`src/spq_pkg.sv`:
```
// Shared types and constants for the stable priority queue.
`default_nettype none
package spq_pkg;

	localparam int DEPTH   = 16;
	localparam int CNT_W   = $clog2(DEPTH + 1);
	localparam int COUNT_W = 5;
	localparam int ID_W    = 16;
	localparam int TYPE_W  = 16;
	localparam int PRIO_W  = 32;

	localparam logic KIND_INSERT = 1'b0;
	localparam logic KIND_REMOVE = 1'b1;

	typedef enum logic [2:0] {
		ST_OK    = 3'd0,
		ST_NULL  = 3'd1,
		ST_DUP   = 3'd2,
		ST_FULL  = 3'd3,
		ST_EMPTY = 3'd4
	} status_t;

	// one queued entry
	typedef struct packed {
		logic [ID_W-1:0]          id;
		logic [TYPE_W-1:0]        ttype;
		logic signed [PRIO_W-1:0] prio;
	} entry_t;

	// command broadcast to every cell
	typedef struct packed {
		logic   ins;
		logic   rem;
		entry_t req;
	} cmd_t;

	// compare results a cell reports back
	typedef struct packed {
		logic le;
		logic hit;
	} flags_t;

endpackage
`default_nettype wire

```
`src/stable_priority_queue.sv`:
```
// Top level of the stable priority queue: cell row, checks and result register.
// Bounded priority queue of DEPTH slots kept in ascending signed priority, with
// equal priorities leaving in arrival order. Each operation is carried out in the
// row of slot cells: all cells compare the broadcast id and priority at once
// and shift in the same edge, so busy stays low and a new beat may be started on
// every clock. The result of a beat accepted at one edge is shown for exactly one
// cycle after that edge, marked by done; the receiver cannot stall, so it must
// take the result in that cycle. Slot contents need no clearing after reset.
`default_nettype none
module stable_priority_queue (
	input  wire logic                               clk,
	input  wire logic                               arst_n,
	input  wire logic                               start,
	output logic                                    busy,
	input  wire logic                               kind,
	input  wire logic [spq_pkg::ID_W-1:0]           item_id,
	input  wire logic [spq_pkg::TYPE_W-1:0]         item_type,
	input  wire logic signed [spq_pkg::PRIO_W-1:0]  priority_req,
	output logic                                    done,
	output logic [2:0]                              status,
	output logic [spq_pkg::COUNT_W-1:0]             count,
	output logic [spq_pkg::ID_W-1:0]                taken_id,
	output logic [spq_pkg::TYPE_W-1:0]              taken_type,
	output logic signed [spq_pkg::PRIO_W-1:0]       taken_priority
);

	logic [spq_pkg::CNT_W-1:0] held_q;
	logic [spq_pkg::CNT_W-1:0] held_d;
	logic                      done_q;
	spq_pkg::status_t          status_q;
	spq_pkg::status_t          status_d;
	spq_pkg::entry_t           taken_q;
	spq_pkg::entry_t           taken_d;

	spq_pkg::cmd_t             cmd;
	spq_pkg::entry_t           entries [spq_pkg::DEPTH];
	spq_pkg::flags_t           flags   [spq_pkg::DEPTH];
	logic [spq_pkg::DEPTH-1:0] hits;
	logic                      accept;
	logic                      dup;

	assign busy   = 1'b0;
	assign accept = start && !busy;

	// gather duplicate hits from all cells
	always_comb begin
		for (int i = 0; i < spq_pkg::DEPTH; i++) begin
			hits[i] = flags[i].hit;
		end
	end
	assign dup = |hits;

	// check the beat and build the cell command
	always_comb begin
		status_d      = spq_pkg::ST_OK;
		taken_d       = '0;
		held_d        = held_q;
		cmd.ins       = 1'b0;
		cmd.rem       = 1'b0;
		cmd.req.id    = item_id;
		cmd.req.ttype = item_type;
		cmd.req.prio  = priority_req;
		if (kind == spq_pkg::KIND_INSERT) begin
			if (item_id == '0) begin
				status_d = spq_pkg::ST_NULL;
			end else if (dup) begin
				status_d = spq_pkg::ST_DUP;
			end else if (held_q == spq_pkg::CNT_W'(spq_pkg::DEPTH)) begin
				status_d = spq_pkg::ST_FULL;
			end else begin
				cmd.ins = accept;
				held_d  = held_q + 1'b1;
			end
		end else begin
			if (held_q == '0) begin
				status_d = spq_pkg::ST_EMPTY;
			end else begin
				cmd.rem = accept;
				taken_d = entries[0];
				held_d  = held_q - 1'b1;
			end
		end
	end

	// row of slot cells, head at index zero
	for (genvar g = 0; g < spq_pkg::DEPTH; g++) begin : g_cell
		logic            valid;
		logic            left_le;
		spq_pkg::entry_t left_entry;
		spq_pkg::entry_t right_entry;

		assign valid = (spq_pkg::CNT_W'(g) < held_q);

		if (g == 0) begin : g_head
			assign left_le    = 1'b1;
			assign left_entry = cmd.req;
		end else begin : g_body
			assign left_le    = flags[g-1].le;
			assign left_entry = entries[g-1];
		end

		if (g == spq_pkg::DEPTH - 1) begin : g_tail
			assign right_entry = entries[g];
		end else begin : g_mid
			assign right_entry = entries[g+1];
		end

		spq_cell u_cell (
			.clk         (clk),
			.valid       (valid),
			.cmd         (cmd),
			.left_le     (left_le),
			.left_entry  (left_entry),
			.right_entry (right_entry),
			.entry       (entries[g]),
			.flags       (flags[g])
		);
	end

	// advance count and strobe
	always_ff @(posedge clk or negedge arst_n) begin
		if (!arst_n) begin
			held_q <= '0;
			done_q <= 1'b0;
		end else begin
			done_q <= accept;
			if (accept) begin
				held_q <= held_d;
			end
		end
	end

	// hold the result fields of the last beat
	always_ff @(posedge clk) begin
		if (accept) begin
			status_q <= status_d;
			taken_q  <= taken_d;
		end
	end

	assign done           = done_q;
	assign status         = status_q;
	assign count          = spq_pkg::COUNT_W'(held_q);
	assign taken_id       = taken_q.id;
	assign taken_type     = taken_q.ttype;
	assign taken_priority = taken_q.prio;

endmodule
`default_nettype wire

```
`src/spq_cell.sv`:
```
// One slot of the sorted queue: holds an entry and shifts with its neighbors.
`default_nettype none
module spq_cell (
	input  wire logic            clk,
	input  wire logic            valid,
	input  wire spq_pkg::cmd_t   cmd,
	input  wire logic            left_le,
	input  wire spq_pkg::entry_t left_entry,
	input  wire spq_pkg::entry_t right_entry,
	output spq_pkg::entry_t      entry,
	output spq_pkg::flags_t      flags
);

	spq_pkg::entry_t entry_q;

	// compare held entry against the broadcast request
	always_comb begin
		flags.le  = valid && (entry_q.prio <= cmd.req.prio);
		flags.hit = valid && (entry_q.id == cmd.req.id);
	end

	// keep, take the new entry, shift toward tail, or shift toward head
	always_ff @(posedge clk) begin
		if (cmd.rem) begin
			entry_q <= right_entry;
		end else if (cmd.ins && !flags.le) begin
			if (left_le) begin
				entry_q <= cmd.req;
			end else begin
				entry_q <= left_entry;
			end
		end
	end

	assign entry = entry_q;

endmodule
`default_nettype wire

```
`config.mk`:
```
export PLATFORM = sky130hd
export DESIGN_NAME = stable_priority_queue
export DESIGN_NICKNAME = d
export VERILOG_FILES = /design/src/spq_pkg.sv /design/src/stable_priority_queue.sv /design/src/spq_cell.sv
export SDC_FILE = /design/constraint.sdc
export NUM_CORES = 2
export LEC_CHECK = 0
export BUFFER_PORTS_ARGS = -buffer_cell sky130_fd_sc_hd__buf_2
export CORE_MARGIN = 10
export CORE_UTILIZATION = 41
export CTS_BUF_LIST = sky130_fd_sc_hd__clkbuf_8
export DETAILED_ROUTE_END_ITERATION = 10
export GPL_ROUTABILITY_DRIVEN = 0
export SLEW_MARGIN = 25
export SYNTH_ARGS = -nofsm -noshare
export SYNTH_HDL_FRONTEND = slang
export SYNTH_SLANG_ARGS = --single-unit
```
`constraint.sdc`:
```
create_clock -name clk -period 16.38 [get_ports clk]
set_input_delay 3.276 -clock clk [delete_from_list [all_inputs] [get_ports clk]]
set_output_delay 3.276 -clock clk [all_outputs]
set_load 0.005 [all_outputs]
```
==> impl_metrics.py <==
metrics = {
    "logic_synthesis": {
        "synthCells": 6542,
        "synth_area_sq_um": 68200,
        "synth_edf_count": 1091,
        "synth_cell_types": 81,
        "syn_area_per_cell_sq_um": 10.4,
        "synth-seq-cells": 1097,
        "yosysSeqAreaShare": 0.483,
        "yosys_most_used_dff": "edfxtp_1",
        "syn_nets": 7126,
        "ys_async_sr_fraction": 0.00547,
        "yosys_warnings": 0,
    },
    "detailed_routing": {
        "drt_iter0_drc": 7553,
        "drc_errors": 0,
        "drtPass1Iterations": 6,
        "wirelength_microns": 256000,
        "via_per_inst": 6.44,
        "via_count": 56682,
        "wl_met1_microns": 102000,
        "route.met2.wl_microns": 113000,
        "ant_nets": 0,
        "routed.top_layer": "met5",
        "wire_per_inst_microns": 29.1,
        "wl_met3_microns": 26100,
    },
    "timing": {
        "fmax_mhz": 122,
        "period_minus_slack_ps": 8210,
        "fin_setup_tns_ps": 0,
        "setup_violations": 0,
        "relSlewSlack": 0.0943,
        "final_max_slew_viol_count": 0,
        "fin_crit_sh": 0.501,
        "setup_ws_ps": 8170,
        "fin_worst_skew_ps": 72.6,
        "finalHoldViolations": 0,
        "rsz0062_at_grt": "no",
        "worst_slew_pin_slew_ps": 1360,
    },
    "clocking": {
        "cts.path.max_buffers": 3,
        "h-tree-depth": 4,
        "clockRootBuffer": "clkbuf_8",
        "post_cts_buffers": 0,
        "cts_hold_buf": 0,
        "cts.sinks": 1097,
        "cts.repair.resized": 0,
        "numCtsBuffers": 195,
        "clkTransAtPathRegs_ps": 70,
        "cts_tree": "built",
        "worstSkewPairLatency_ps": 1000,
    },
    "place": {
        "dpl.cell_count": 8431,
        "portBuffers": 140,
        "pre_cts_ws_ps": 7300,
        "post-dp-hpwl_microns": 170000,
    },
    "critical_path": {
        "endpoint_kind": "flop",
        "worstPathMaxFanout": 51,
        "setup.worst_path.start_class": "primary input",
        "arrival_ps": 8780,
        "critPathRequiredTime_ps": 16950,
        "path_class": "in2reg",
    },
    "cells_and_area": {
        "final_util": 0.448,
        "nets": 7024,
        "area_growth_pct": 8.63,
        "drive_gt1_frac": 0.0906,
        "fin_cells": 8798,
    },
    "floorplanning": {
        "core_area_sq_um": 165000,
        "pin_count": 142,
        "rows": 149,
        "die_h_microns": 428,
        "start_util": 0.413,
        "die_x_microns": 428,
        "dieArea_sq_um": 183000,
    },
    "grt": {
        "grt_overflow": 0,
        "grt_first_pass_wirelength_microns": 374000,
        "grt_start_max_net_pins": 146,
        "antenna_found_initial": 16,
        "grt_use_total": 0.268,
        "grt_pass1_vias": 54346,
    },
    "power": {
        "power.total_mw": 12.7,
        "p_leak_nw": 28.2,
        "peakVddDrop_v": 0.000135,
        "powerDensity_nw_per_um2": 172,
    },
    "outcome": {
        "run_status": "finished, final reports clean",
    },
    "min_path": {
        "hold_class": "reg2reg",
    },
    "flow_run": {
        "maxCapViolCount": 0,
    },
}
-- through the flow --
stage               hold slack (ps)  instance area [sq um]
finish                          520                  74100
global route                    557                  74100
CTS                             517                  74000
detailed placement              530                  70500
global placement                520                  70400
floorplan                       514                  68200
-- cell families after synthesis --
kind of cell	count (synthesis)	share of synthesized area
compound gates	1394	0.141
xor+xnor	259	0.0333
fa+ha+maj	516	0.0947
buf+inv	619	0.0381
flops	1097	0.483
mux	357	0.0536
other cells	1	0.0000550
simple gates	2299	0.157
-- area by class of cell --
cell class	count	area [sq um]
antenna	11	27.5
clock buffer	195	2680
clock inverter	160	861
fill	15687	91100
inverter	84	315
multi-input combinational	4826	33000
sequential	1097	32900
tap	2189	2740
timing repair buffer	236	1530
-- synth_stat cells (all sizes together) (10+ instances only) --
cell / n / area, sq um
edfxtp: 1091 / 32800
a211oi: 14 / 105
a31oi: 12 / 75.1
nand2: 1153 / 4330
a21o: 111 / 833
o211ai: 619 / 4950
xor2: 207 / 1810
nor2: 65 / 246
or3: 76 / 475
xnor2: 52 / 455
o22ai: 10 / 68.8
a21oi: 160 / 812
o21a: 14 / 105
and3: 78 / 488
buf: 147 / 827
nor3: 18 / 95.1
nand4: 250 / 1560
o21ai: 353 / 1770
inv: 83 / 312
mux2: 65 / 732
ha: 516 / 6460
nand3: 528 / 2640
mux2i: 292 / 2920
nor2b: 31 / 194
clkbuf: 388 / 1460
a221oi: 15 / 131
nor4: 65 / 407
-- cell usage in the layout, fill, tap and decap left out, types with 11 or more instances in the layout --
master | synthesis | layout
xnor2_1 | 52 | 52
a21oi_1 | 159 | 156
nand2_1 | 1152 | 1148
a221oi_1 | 15 | 15
nand3_1 | 528 | 527
nor4_1 | 65 | 64
clkinv_1 | 1 | 63
and3_1 | 78 | 77
or3_1 | 76 | 74
a211oi_1 | 14 | 11
xor2_1 | 207 | 207
o211ai_1 | 559 | 559
nor2_1 | 64 | 64
a31oi_1 | 12 | 12
nor3_1 | 17 | 17
a21o_1 | 111 | 111
mux2_2 | 16 | 16
nand4_1 | 250 | 250
mux2_1 | 49 | 49
o21a_1 | 14 | 13
inv_1 | 83 | 145
buf_2 | 70 | 140
nor2b_1 | 31 | 31
o211ai_2 | 60 | 60
o21ai_0 | 352 | 342
diode_2 | 0 | 11
edfxtp_1 | 1091 | 1091
ha_1 | 516 | 516
buf_4 | 18 | 86
clkinv_2 | 0 | 17
clkbuf_8 | 0 | 195
mux2i_1 | 292 | 292
-- layer usage --
metal / vias up / global-route usage
li1: 24710 / -
met1: 27906 / 0.354
met2: 3361 / 0.411
met3: 695 / 0.0592
met4: 10 / 0.137
met5: - / 0
-- final timing paths --
path / end / slack [ps] / start / cells after the start
worst min-delay path: g_cell[14].u_cell.entry[45]$_DFFE_PP_ / 520 / g_cell[15].u_cell.entry[45]$_DFFE_PP_ / 2
worst max register to register: g_cell[15].u_cell.entry[15]$_DFFE_PP_ / 9340 / count[4]$_DFFE_PN0P_ / 10
min in group asynchronous: count[4]$_DFFE_PN0P_ / 2110 / arst_n / 1
max in group asynchronous: count[1]$_DFFE_PN0P_ / 14110 / arst_n / 1
worst max-delay path: g_cell[15].u_cell.entry[15]$_DFFE_PP_ / 8170 / item_id[14] / 10
worst min register to register: g_cell[14].u_cell.entry[45]$_DFFE_PP_ / 520 / g_cell[15].u_cell.entry[45]$_DFFE_PP_ / 2
-- where the power goes --
part	leakage, nW	internal [mW]	switching, mW
logic	15.5	1.73	3.29
clock network	2.04	1.17	1.30
registers	10.6	4.38	0.855
-- flip-flops by register name, summed over array words and instances, names as in the netlist --
signal and cells:
taken_priority 32, taken_type 16, done 1, count 5, status 3, g_cell.u_cell.entry 1024
taken_id 16
-- worst max-delay path, stage by stage --
cell      delay (ps)
buf_2            690
xor2_1           210
nor4_1            80
nand2_1           80
nor4_1            70
nor4_1           590
and4_1           850
nand3_1          790
a211oi_4        1010
buf_4           1000
(Power assumes the default switching activity.)
